<file path="config.mk">
export PLATFORM = sky130hd
export DESIGN_NAME = lzgc_ctrl
export DESIGN_NICKNAME = d
export VERILOG_FILES = /design/src/hdl/lzgc_pkg.sv /design/src/hdl/lzgc_ctrl.sv
export SDC_FILE = /design/constraint.sdc
export NUM_CORES = 1
export LEC_CHECK = 0
export BUFFER_PORTS_ARGS = -buffer_cell sky130_fd_sc_hd__buf_2
export CORE_AREA = 3 3 40 42
export CTS_CLUSTER_SIZE = 40
export DETAILED_ROUTE_END_ITERATION = 6
export DIE_AREA = 0 0 43 45
export PLACE_DENSITY = 0.7
export SYNTH_ARGS = -nofsm -noshare
export SYNTH_HDL_FRONTEND = slang
export SYNTH_SLANG_ARGS = --single-unit
</file>
<file path="constraint.sdc">
create_clock -name clock -period 1.7 [get_ports clock]
set_input_delay 0.17 -clock clock [delete_from_list [all_inputs] [get_ports clock]]
set_output_delay 0.17 -clock clock [all_outputs]
set_load 0.01 [all_outputs]
</file>
<file path="src/hdl/lzgc_pkg.sv">
// ----------------------------------------------------------------------------
// lzgc_pkg
// shared types and constants of the greedy lz77 compressor core
// ----------------------------------------------------------------------------
package lzgc_pkg;

   // defaults of the top level parameters
   localparam int WindowDepthDefault = 32768;
   localparam int MatchLimitDefault  = 255;

   // ring buffer geometry, fixed by the token format
   localparam int RingAddrWidth = 16;

   // field widths
   localparam int ByteWidth  = 8;
   localparam int LenWidth   = 8;
   localparam int DistWidth  = 16;
   localparam int CsrWidth   = 16;

   // register reset values
   localparam logic [LenWidth-1:0]  MatchFloorReset  = 8'd3;
   localparam logic [DistWidth-1:0] MaxDistanceReset = 16'd32768;

   // token header bytes
   localparam logic [ByteWidth-1:0] HdrMatch   = 8'h01;
   localparam logic [ByteWidth-1:0] HdrLiteral = 8'h00;

   // request kinds
   localparam logic ReqData  = 1'b0;
   localparam logic ReqDrain = 1'b1;

   // configuration register indexes
   typedef enum logic [0:0] {
      CSR_MATCH_FLOOR  = 1'b0,
      CSR_MAX_DISTANCE = 1'b1
   } csr_index_type;

   // which token byte the output register takes
   typedef enum logic [2:0] {
      EMIT_HDR,
      EMIT_OFF_LO,
      EMIT_OFF_HI,
      EMIT_LEN,
      EMIT_LIT
   } emit_sel_type;

   // controller states
   typedef enum logic [3:0] {
      ST_IDLE,
      ST_INIT,
      ST_NEXT,
      ST_ISSUE,
      ST_CHECK,
      ST_CAND,
      ST_EMIT0,
      ST_EMIT1,
      ST_EMIT2,
      ST_EMIT3,
      ST_COMMIT
   } state_type;

   // controller to datapath
   typedef struct packed {
      logic         ring_wr;
      logic         arm;
      logic         hist_clr;
      logic         init;
      logic         k_clr;
      logic         k_inc;
      logic         cand_end;
      logic         rsp_load;
      emit_sel_type emit_sel;
      logic         commit;
   } cmd_type;

   // datapath to controller
   typedef struct packed {
      logic                la_empty;
      logic                la_full;
      logic                la_full_next;
      logic                k_eq_avail;
      logic                bytes_eq;
      logic                loop_go;
      logic                is_match;
      logic                rsp_free;
      logic [LenWidth-1:0] la_count;
   } sts_type;

endpackage

</file>
<file path="src/hdl/lzgc_ctrl.sv">
// ----------------------------------------------------------------------------
// lzgc_ctrl
// controller: accepts requests, sequences the window search and token output
// ----------------------------------------------------------------------------
module lzgc_ctrl (
   input  logic                clock,
   input  logic                reset,
   input  logic                req_valid,
   input  logic                req_type,
   output logic                req_ready,
   input  lzgc_pkg::sts_type   sts,
   output lzgc_pkg::cmd_type   cmd
);

   lzgc_pkg::state_type state_ff, state_in;

   // state register
   always_ff @(posedge clock) begin
      if (reset) begin
         state_ff <= lzgc_pkg::ST_IDLE;
      end else begin
         state_ff <= state_in;
      end
   end

   // next state
   always_comb begin
      state_in = state_ff;
      unique case (state_ff)
         lzgc_pkg::ST_IDLE: begin
            if (req_valid) begin
               if (req_type == lzgc_pkg::ReqData) begin
                  if (!sts.la_full && sts.la_full_next) begin
                     state_in = lzgc_pkg::ST_INIT;
                  end
               end else if (!sts.la_empty) begin
                  state_in = lzgc_pkg::ST_INIT;
               end
            end
         end
         lzgc_pkg::ST_INIT:  state_in = lzgc_pkg::ST_NEXT;
         lzgc_pkg::ST_NEXT: begin
            state_in = sts.loop_go ? lzgc_pkg::ST_ISSUE : lzgc_pkg::ST_EMIT0;
         end
         lzgc_pkg::ST_ISSUE: begin
            state_in = sts.k_eq_avail ? lzgc_pkg::ST_CAND : lzgc_pkg::ST_CHECK;
         end
         lzgc_pkg::ST_CHECK: begin
            state_in = sts.bytes_eq ? lzgc_pkg::ST_ISSUE : lzgc_pkg::ST_CAND;
         end
         lzgc_pkg::ST_CAND:  state_in = lzgc_pkg::ST_NEXT;
         lzgc_pkg::ST_EMIT0: begin
            if (sts.rsp_free) begin
               state_in = lzgc_pkg::ST_EMIT1;
            end
         end
         lzgc_pkg::ST_EMIT1: begin
            if (sts.rsp_free) begin
               state_in = sts.is_match ? lzgc_pkg::ST_EMIT2 : lzgc_pkg::ST_COMMIT;
            end
         end
         lzgc_pkg::ST_EMIT2: begin
            if (sts.rsp_free) begin
               state_in = lzgc_pkg::ST_EMIT3;
            end
         end
         lzgc_pkg::ST_EMIT3: begin
            if (sts.rsp_free) begin
               state_in = lzgc_pkg::ST_COMMIT;
            end
         end
         lzgc_pkg::ST_COMMIT: state_in = lzgc_pkg::ST_IDLE;
         default:             state_in = lzgc_pkg::ST_IDLE;
      endcase
   end

   // outputs
   always_comb begin
      req_ready    = 1'b0;
      cmd          = '0;
      cmd.emit_sel = lzgc_pkg::EMIT_HDR;
      unique case (state_ff)
         lzgc_pkg::ST_IDLE: begin
            req_ready = 1'b1;
            if (req_valid) begin
               cmd.arm = 1'b1;
               if (req_type == lzgc_pkg::ReqData) begin
                  cmd.ring_wr = !sts.la_full;
               end else begin
                  cmd.hist_clr = sts.la_empty;
               end
            end
         end
         lzgc_pkg::ST_INIT:  cmd.init     = 1'b1;
         lzgc_pkg::ST_NEXT:  cmd.k_clr    = 1'b1;
         lzgc_pkg::ST_ISSUE: cmd.k_clr    = 1'b0;
         lzgc_pkg::ST_CHECK: cmd.k_inc    = sts.bytes_eq;
         lzgc_pkg::ST_CAND:  cmd.cand_end = 1'b1;
         lzgc_pkg::ST_EMIT0: begin
            cmd.rsp_load = sts.rsp_free;
            cmd.emit_sel = lzgc_pkg::EMIT_HDR;
         end
         lzgc_pkg::ST_EMIT1: begin
            cmd.rsp_load = sts.rsp_free;
            cmd.emit_sel = sts.is_match ? lzgc_pkg::EMIT_OFF_LO : lzgc_pkg::EMIT_LIT;
         end
         lzgc_pkg::ST_EMIT2: begin
            cmd.rsp_load = sts.rsp_free;
            cmd.emit_sel = lzgc_pkg::EMIT_OFF_HI;
         end
         lzgc_pkg::ST_EMIT3: begin
            cmd.rsp_load = sts.rsp_free;
            cmd.emit_sel = lzgc_pkg::EMIT_LEN;
         end
         lzgc_pkg::ST_COMMIT: cmd.commit = 1'b1;
         default:             cmd.commit = 1'b0;
      endcase
   end

endmodule

</file>
==> results of run 1 <==
-- routing by layer --
| layer | share of wire | global-route usage | vias up |
|---|---|---|---|
| li1 | - | - | 277 |
| met1 | 0.45 | 0.170 | 248 |
| met2 | 0.46 | 0.201 | 25 |
| met3 | 0.086 | 0.0120 | 0 |
| met4 | 0 | 0.0723 | 0 |
| met5 | 0 | 0 | - |
-- through the flow --
stage,setup WS [ps],util,hold slack [ps]
floorplan,276,-,239
CTS,34.1,0.483,167
detailed placement,224,0.459,409
global route,-39.4,0.495,171
global placement,246,0.459,413
finish,70.9,0.495,166
-- cells in the mapped netlist, drive strengths merged, types with 2 or more instances --
cell / n / area share
o21ai: 5 / 0.062
inv: 3 / 0.024
a211oi: 2 / 0.033
buf: 4 / 0.063
dfxtp: 4 / 0.17
a21oi: 4 / 0.043
nor2b: 3 / 0.057
nor3b: 2 / 0.043
nor3: 2 / 0.022
nor2: 7 / 0.057
nor4b: 3 / 0.057
nand2: 5 / 0.041
a31oi: 2 / 0.027
-- what timing repair did --
item	in CTS	in global routing
hold buffers	0	0
cloned	0	0
gates resized for setup	1	4
endpoints found under the setup margin	1	7
pin swaps	0	1
setup buffers	0	0
-- area by class of cell --
class,instances,area share
multi-input cells,49,0.563
repair buffers,27,0.224
flip-flops and latches,4,0.130
clock buffers,3,0.0354
well taps,15,0.0295
inverters,3,0.0177
-- worst max-delay path by stage --
stage,cells past startpoint,to,slack (ps)
floorplan,4,cmd[9],280
global placement,4,state_ff[1],250
detailed placement,4,state_ff[1],220
CTS,3,cmd[6],30
global route,5,cmd[9],-40
finish,4,cmd[6],70
-- report_power, final --
| group | switching (W) | internal [W] |
|---|---|---|
| clock network | 0.0000347 | 0.0000787 |
| logic | 0.000116 | 0.0000997 |
| registers | 0.0000243 | 0.000105 |
-- critical path, delay by kind of cell (launching register included) --
kind                   cells  cell delay (ps)
AND/OR/NAND/NOR            2              530
buffers and inverters      2              370
flip-flops                 1              330
-- cell families (layout without fill, tap and decap cells) --
logic type	after synthesis	after routing	synth area share
simple gates	31	31	0.451
compound gates	18	18	0.280
buf+inv	8	33	0.0951
flops	4	4	0.174
-- cell usage in the layout (no fill, tap or decap), types with 2 or more instances in the layout --
cell,instances
a211oi_1,2
nor2_1,7
buf_4,3
o21ai_1,3
clkbuf_4,3
dfxtp_1,2
nor4b_1,2
inv_1,2
a21oi_1,4
nand2_1,5
dfxtp_2,2
nor2b_1,2
buf_2,24
a31oi_1,2
nor3_1,2
==> impl_results.md, run 1 <==
* Outcome: completed
* Inserted Clock Buffers at 3
* Core ar. at 1280 µm²
* Slew headroom at 0.755
* Clock sink count at 4
* Register area share after synthesis at 0.174
* Worst Hold End: state_ff[1]
* I/O pin cnt at 33
* Clk slew on worst S/H paths at 40 ps
* #FFs+latches synth at 4
* DP Area at 589 µm²
* HP Start: reset
* Max stage delay on crit path at 330 ps
* Die Y at 45 µm
* Routed vias at 550
* Avg Inst Size Synth at 7.55 µm²
* Syn nets at 81
* Share of layout cells above drive strength 1 at 0.477
* Reg area at 82.6 µm²
* Clk buf depth at 2
* ANT cells at 0
* Synth-to-layout area growth at 38.0%
* Yosys Warn Count at 0
* Worst Max-Slew Pin Slew at 367 ps
* Synth Flop Type: dfxtp_1
* DR iter-0 viols at 10
* DRC errors left at 0
* Critical path class: reg -> out
* Global-route wire length before repair at 1.93 mm
* H-tree levels at 1
* Tot Pwr at 0.000459 W
* Clock root cell: clkbuf_4
* Vias in the first global route at 474
* Reg2reg start: state_ff[0]
* Gr usage total at 0.127
* Crit path time final at 1630 ps
* EDFF count, synth at 0
* IO Port Bufs at 24
* Final net count at 108
* Post-Place Cells at 98
* Drt wl/cell at 12.0 µm
* Mapped Area at 460 µm²
* Crit. Startpoint: state_ff[0]
* CTS tree: done
* Max Clk Rate at 614 MHz
* CP required at 1530 ps
* Crit. End Element: output pin
* Ys async rst share at 0
* GP Congestion at 0.750
* Initial cell density of the core at 0.358
* Die Wd at 43 µm
* WHS Path Cells at 2
* Critical Path AT at 1460 ps
* Power per cell area at 722 nW/µm²
* Largest Register: state_ff
* Final WL at 1.21 mm
* Hpwl dp at 883 µm
* Max reg flops at 4
* Setup violators final at 0
* Initial antenna violation count at 0
* R2r setup slk at 380 ps
* Worst Hold Class: in -> reg
* Final Non-Filler Cells at 101
* Antenna-violating nets left at 0
* FF-to-FF End: state_ff[0]
* Grt ovf at 0
* Die footprint at 1940 µm²
* Lkg Pwr at 0.288 nW
* Vias per inst at 5.45
* Fill cell count at 130
* Max_cap viols at 0
* Max VDD drop at 0.309 mV
* Crit-path max FO at 16
* Final Hold Viols at 0
* Cell breakdown of the critical path: buf_4 > or2_1 > nor4b_2 > buf_2
* Period utilization at 0.958
* Mapped Cells at 61
* Slowest CP cell: dfxtp_1
* Startpoint Class: flip-flop
* R2r worst-path depth at 5
* Largest registers: state_ff: 4 flops
* Area of the multi-input gates at 358 µm²
* First drt pass iteration count at 4
* Design Area, Final at 636 µm²
* Largest net degree at the start of global routing at 19
* Slew Limit Fails at 0
* RSZ-0062 raised after global routing: true
* Setup TNS at 0 ps
* Clk_lat worst skew at 230 ps
* Yosys cell types at 35
* Clock skew at 2.42 ps
* Site Rows at 13
(Power assumes the default switching activity.)
==> run 2: changes to the inputs <==
--- a/config.mk
+++ b/config.mk
@@ -6,4 +6,5 @@
 export NUM_CORES = 1
 export LEC_CHECK = 0
+export ABC_AREA = 1
 export BUFFER_PORTS_ARGS = -buffer_cell sky130_fd_sc_hd__buf_2
 export CORE_AREA = 3 3 40 42
@@ -11,5 +12,5 @@
 export DETAILED_ROUTE_END_ITERATION = 6
 export DIE_AREA = 0 0 43 45
-export PLACE_DENSITY = 0.7
+export PLACE_DENSITY = 0.72
 export SYNTH_ARGS = -nofsm -noshare
 export SYNTH_HDL_FRONTEND = slang
==> constraint.sdc (replaced) <==
create_clock -name clock -period 1.7 [get_ports clock]
set_input_delay 0.34 -clock clock [delete_from_list [all_inputs] [get_ports clock]]
set_output_delay 0.34 -clock clock [all_outputs]
set_load 0.01 [all_outputs]
==> impl_results.md, run 2 <==
* Outcome: completed
* Crit. End Element: output pin
* Largest Register: state_ff
* Clock skew at 1.68 ps (-0.734 ps)
* CTS Hold Bufs at 0 (unchanged)
* Synth Area in Simple Gates at 0.544 (+0.0930)
* Share of layout cells above drive strength 1 at 0.492 (+0.0149)
* Pre-CTS setup slack at 226 ps (+1.43 ps)
* Commonest non-fill, non-tap cell in the layout: nand2_1
* Startpoint Class: flip-flop
* Share of the synthesized area in the top cell type at 0.194 (+0.0204)
* Net Sw Frac at 0.422 (+0.0404)
* I/O pin cnt at 33 (unchanged)
* IO Port Bufs at 24 (unchanged)
* Worst Max-Slew Pin Slew at 163 ps (-204 ps)
* Antenna-violating nets left at 0 (unchanged)
* ANT cells at 0 (unchanged)
* Clk_lat worst skew at 230 ps (about the same)
* Setup violators final at 0 (unchanged)
* Syn nets at 108 (+33%)
* Clk buf depth at 2 (unchanged)
* Synth-to-layout area growth at 48.7%
* Most frequent cells in the layout: nand2_1, buf_2, nor2_1
* Final Hold Viols at 0 (unchanged)
* Post-Synth XOR/XNOR Area at 0 (unchanged)
* Yosys cell types at 17 (-51%)
* Final net count at 142 (+31%)
* Vias in the first global route at 495 (+4.4%)
* Clock root cell: clkbuf_4
* Initial cell density of the core at 0.376 (+0.0175)
* Synth Area in Compound Gates at 0.135 (-0.145)
* First drt pass iteration count at 4 (unchanged)
* Max_cap viols at 0 (unchanged)
* CP required at 1360 ps (-170 ps)
* GP Congestion at 0.896 (+19%)
* Die Wd at 43 µm (unchanged)
* Synth Flop Type: dfxtp_1
* RSZ-0062 raised after global routing: true
* DRC errors left at 0 (unchanged)
* Main combinational cell family by area after synthesis: simple AND/OR/NAND/NOR gates
* Period utilization at 0.968 (+0.00931)
* Worst Hold Class: in -> reg
* Inserted Clock Buffers at 3 (unchanged)
* Drt wl/cell at 9.53 µm (-21%)
* Mapped Cells at 88 (+44%)
* Power per cell area at 791 nW/µm² (+9.6%)
* Gr usage total at 0.130 (+0.00260)
* Vias per inst at 4.76 (-13%)
* Internal cell power at 0.000328 W (+16%)
* Global-route wire length before repair at 1.89 mm (-2.2%)
* Sequential share of power at 0.243 (-0.040)
* Routed vias at 643 (+17%)
* CTS tree: done
* Die footprint at 1940 µm² (unchanged)
* Area leader, netlist: nand2_1
* Initial antenna violation count at 0 (unchanged)
* Avg Inst Size Synth at 5.49 µm² (-27%)
* Clock sink count at 4 (unchanged)
* Slew Limit Fails at 0 (unchanged)
* Hpwl dp at 993 µm (+12%)
* Final Util at 0.559 (+0.0643)
* Commonest cells in the netlist: nand2_1, inv_1, nor2_1
* Largest registers: state_ff: 4 flops
* Critical Path AT at 1300 ps (-160 ps)
* Fill cell count at 129 (-0.77%)
* Die Y at 45 µm (unchanged)
* Final WL at 1.29 mm (+6.1%)
* Synth area leaders: nand2_1, dfxtp_1, inv_1
* Mapped Area at 483 µm² (+4.9%)
* Max VDD drop at 0.358 mV (+16%)
* Largest net degree at the start of global routing at 9 (-10)
* Core ar. at 1280 µm² (unchanged)
* Yosys Warn Count at 0 (unchanged)
* Slew headroom at 0.890 (+0.135)
* Lkg Pwr at 0.399 nW (+39%)
* Register area share after synthesis at 0.166 (-0.00811)
* Clock power share at 0.197 (-0.050)
* DR iter-0 viols at 12 (+2)
* Final worst slack at 55.1 ps (-15.8 ps)
* Mux cell area share after synthesis at 0 (unchanged)
* Adder-cell area share of the yosys netlist at 0 (unchanged)
* Sw Pwr at 0.000240 W (+37%)
* Grt ovf at 0 (unchanged)
* #FFs+latches synth at 4 (unchanged)
* H-tree levels at 1 (unchanged)
* Critical path class: reg -> out
* Crit path time final at 1640 ps (+15.8 ps)
* Logic pwr share at 0.560 (+0.090)
* Max Clk Rate at 608 MHz (-0.96%)
* Crit-path max FO at 4 (-12)
* Max reg flops at 4 (unchanged)
* Clk slew on worst S/H paths at 40 ps (about the same)
* Top-count cell post-synth: nand2_1
* Setup TNS at 0 ps (unchanged)
* Site Rows at 13 (unchanged)
* EDFF count, synth at 0 (unchanged)
* Ys async rst share at 0 (unchanged)
## run 2: worst paths after layout
kind,endpoint,startpoint,slack [ps],cells past startpoint
setup / recovery,cmd[4],state_ff[3],60,6
hold / removal,state_ff[2],reset,320,2
setup reg to reg,state_ff[1],state_ff[3],400,9
hold reg to reg,state_ff[0],state_ff[0],550,2
## run 2: worst max-delay path, cell delays in order (launching register included)
cell     delay, ps
dfxtp_4        350
inv_2           90
buf_4          130
buf_4           90
nand3_1         90
a21oi_2        180
buf_2          150
## run 2: layout make-up
cell class                      instances  area, µm²  share of cell area
Clock buffer                            3       22.5              0.0314
Multi-Input combinational cell         66        353               0.491
Timing Repair Buffer                   30        165               0.230
Sequential cell                         4       92.6               0.129
Inverter                               17       66.3              0.0923
Tap cell                               15       18.8              0.0261
## run 2: layer usage
layer  routed length (µm)  global-route usage  up-vias
met5                    0                   0        -
met4                   18              0.0723        0
met3                  122              0.0279        2
met2                  658               0.234       32
met1                  488               0.142      275
li1                     -                   -      334
## run 2: per-stage QoR
step | hold slack (ps) | power, W | std cells | area, µm²
4_1_cts | 319 | 0.000517 | 132 | 657
6_report | 321 | 0.000568 | 135 | 718
5_1_grt | 309 | 0.000623 | 135 | 718
3_3_place_gp | 562 | 0.000402 | 127 | 618
2_1_floorplan | 402 | 0.000319 | 88 | 483
3_5_place_dp | 566 | 0.000401 | 127 | 618
## run 2: cells by family (layout without fill, tap and decap cells)
logic type | Yosys count | count (layout)
AND/OR/NAND/NOR | 56 | 56
buffers and inverters | 18 | 50
AO/OA/AOI/OAI | 10 | 10
flip-flops | 4 | 4
## run 2: what timing repair did
action	in CTS	in global routing
endpoints found under the setup margin	3	3
setup buffers	2	3
gates resized for setup	1	13
pin swaps	0	3
## run 2: power by group through the flow
| stage | registers, W | logic, W | clock network [W] |
|---|---|---|---|
| floorplan | 0.000122 | 0.000197 | 0 |
| detailed placement | 0.000133 | 0.000268 | 0 |
| finish | 0.000138 | 0.000318 | 0.000112 |
| global placement | 0.000134 | 0.000269 | 0 |
| global route | 0.000141 | 0.000357 | 0.000125 |
| CTS | 0.000132 | 0.000269 | 0.000116 |
==> run 3: changes to the inputs <==
CORE_AREA = 2 2 39 41   (was 3 3 40 42)
DIE_AREA = 0 0 41 43   (was 0 0 43 45)
GPL_ROUTABILITY_DRIVEN = 0   (was unset)
==> impl_results.md, run 3 (same netlist as run 2, synthesis figures left out) <==
* Slew Limit Fails at 0 (unchanged)
* R2r setup slk at 520 ps (+120 ps)
* Largest registers: state_ff: 4 flops
* Critical path class: reg -> out
* Die footprint at 1760 µm² (-8.9%)
* FF-to-FF End: state_ff[1]
* CTS Hold Bufs at 0 (unchanged)
* Net Sw Frac at 0.411 (-0.0106)
* Gr usage total at 0.167 (+0.0371)
* Largest net degree at the start of global routing at 9 (unchanged)
* IO Port Bufs at 24 (unchanged)
* Sw Pwr at 0.000234 W (-2.2%)
* ANT cells at 0 (unchanged)
* Initial cell density of the core at 0.349 (-0.0268)
* Crit. End Element: output pin
* Final net count at 142 (unchanged)
* Drt wl/cell at 9.47 µm (-0.66%)
* H-tree levels at 1 (unchanged)
* Internal cell power at 0.000335 W (+2.1%)
* Clk_lat worst skew at 230 ps (about the same)
* Clock power share at 0.198 (about the same)
* WHS Path Cells at 2 (unchanged)
* Lkg Pwr at 0.403 nW (+0.83%)
* Final WL at 1.29 mm (about the same)
* Clk buf depth at 2 (unchanged)
* Worst Hold Class: in -> reg
* Startpoint Class: flip-flop
* Max reg flops at 4 (unchanged)
* DRC errors left at 0 (unchanged)
* Crit path time final at 1610 ps (-38.7 ps)
* Vias per inst at 4.85 (+1.7%)
* Die Y at 43 µm (-4.4%)
* R2r worst-path depth at 8 (-1)
* Final worst slack at 93.8 ps (+38.7 ps)
* Vias in the first global route at 558 (+13%)
* Met3 Use GR at 0.0366 (+0.00876)
* Pre-CTS setup slack at 215 ps (-10.2 ps)
* WHS at 323 ps (+2.18 ps)
* Design Area, Final at 707 µm² (-1.6%)
* Period utilization at 0.945 (-0.0228)
* Largest Register: state_ff
* Inserted Clock Buffers at 3 (unchanged)
* Share of layout cells above drive strength 1 at 0.467 (-0.0250)
* Clk slew on worst S/H paths at 40 ps (about the same)
* Die Wd at 41 µm (-4.7%)
* Power per cell area at 806 nW/µm² (+1.9%)
* Worst Max-Slew Pin Slew at 203 ps (+39.3 ps)
* Clock sink count at 4 (unchanged)
* Synth-to-layout area growth at 46.4%
* Critical Path AT at 1270 ps (-30 ps)
* Outcome: completed
* Clock root cell: clkbuf_4
* Tot Pwr at 0.000570 W (+0.31%)
* Max Clk Rate at 623 MHz (+2.4%)
* Crit. Startpoint: state_ff[1]
* Commonest non-fill, non-tap cell in the layout: nand2_1
* Met1 usage at 0.181 (+0.0388)
* DP Area at 619 µm² (+0.20%)
* Worst Hold End: state_ff[0]
* GRT busiest layer: met2
* Hpwl dp at 1.04 mm (+4.6%)
* Global-route wire length before repair at 2.02 mm (+6.9%)
* CTS tree: done
* Max VDD drop at 0.301 mV (-16%)
* HP Start: reset
* Routed vias at 659 (+2.5%)
* Most frequent cells in the layout: nand2_1, buf_2, inv_1, nor2_1
* GR Util met2 at 0.281 (+0.0477)
* Site Rows at 14 (+1)
* I/O pin cnt at 33 (unchanged)
* Fill cell count at 153 (+19%)
* Final Hold Viols at 0 (unchanged)
* Setup violators final at 0 (unchanged)
* Sequential share of power at 0.243 (about the same)
* Core ar. at 1380 µm² (+7.7%)
* CP required at 1360 ps (about the same)
* Initial antenna violation count at 0 (unchanged)
* Logic pwr share at 0.559 (about the same)
* First drt pass iteration count at 4 (unchanged)
* DR iter-0 viols at 5 (-7)
* Antenna-violating nets left at 0 (unchanged)
* Slew headroom at 0.864 (-0.0263)
* Crit-path max FO at 4 (unchanged)
* Grt ovf at 0 (unchanged)
* Max_cap viols at 0 (unchanged)
* Reg2reg start: state_ff[1]
* Setup TNS at 0 ps (unchanged)
* Clock skew at 1.04 ps (-0.645 ps)
run 3: cell counts in the layout (fill, tap and decap cells not counted):
Identical to the previous run, type by type.
run 3: worst max path at each step:
stage,to
floorplan,cmd[11]
global placement,cmd[9]
detailed placement,cmd[1]
CTS,cmd[9]
global route,cmd[9]
finish,cmd[1]
run 3: power by group through the flow:
stage / Sequential [W] / Combinational, W / Clock (W)
2_1_floorplan: 0.000122 / 0.000197 / 0
3_3_place_gp: 0.000134 / 0.000267 / 0
3_5_place_dp: 0.000135 / 0.000269 / 0
4_1_cts: 0.000133 / 0.000271 / 0.000117
5_1_grt: 0.000140 / 0.000359 / 0.000125
6_report: 0.000139 / 0.000318 / 0.000113
run 3: worst max-delay path: stages (launching register included):
cell	delay, ps
dfxtp_4	350
buf_4	140
nor2_1	160
nand2_1	120
o21ai_0	100
buf_2	160
run 3: layout make-up:
type                            instances  area (µm²)  area share
Clock buffer                            3        22.5      0.0319
Multi-Input combinational cell         66         338       0.478
Tap cell                               16        20.0      0.0283
Inverter                               17        68.8      0.0973
Timing Repair Buffer                   30         165       0.234
Sequential cell                         4        92.6       0.131
run 3: per-stage QoR:
| stage | instances | util |
|---|---|---|
| after floorplan | 88 | - |
| after global placement | 128 | 0.448 |
| after detailed placement | 128 | 0.448 |
| after CTS | 132 | 0.470 |
| after global routing | 136 | 0.511 |
| final | 136 | 0.511 |
run 3: layer usage:
metal | vias up | part of all wire
met3 | 2 | 0.095
met1 | 288 | 0.38
met2 | 33 | 0.50
met5 | - | 0
met4 | 0 | 0.018
li1 | 336 | -
run 3: timing repair:
item | in CTS | in global routing
resized for setup | 1 | 10
pin swaps | 0 | 2
buffers inserted | 1 | 4
endpoints found under the setup margin | 2 | 4
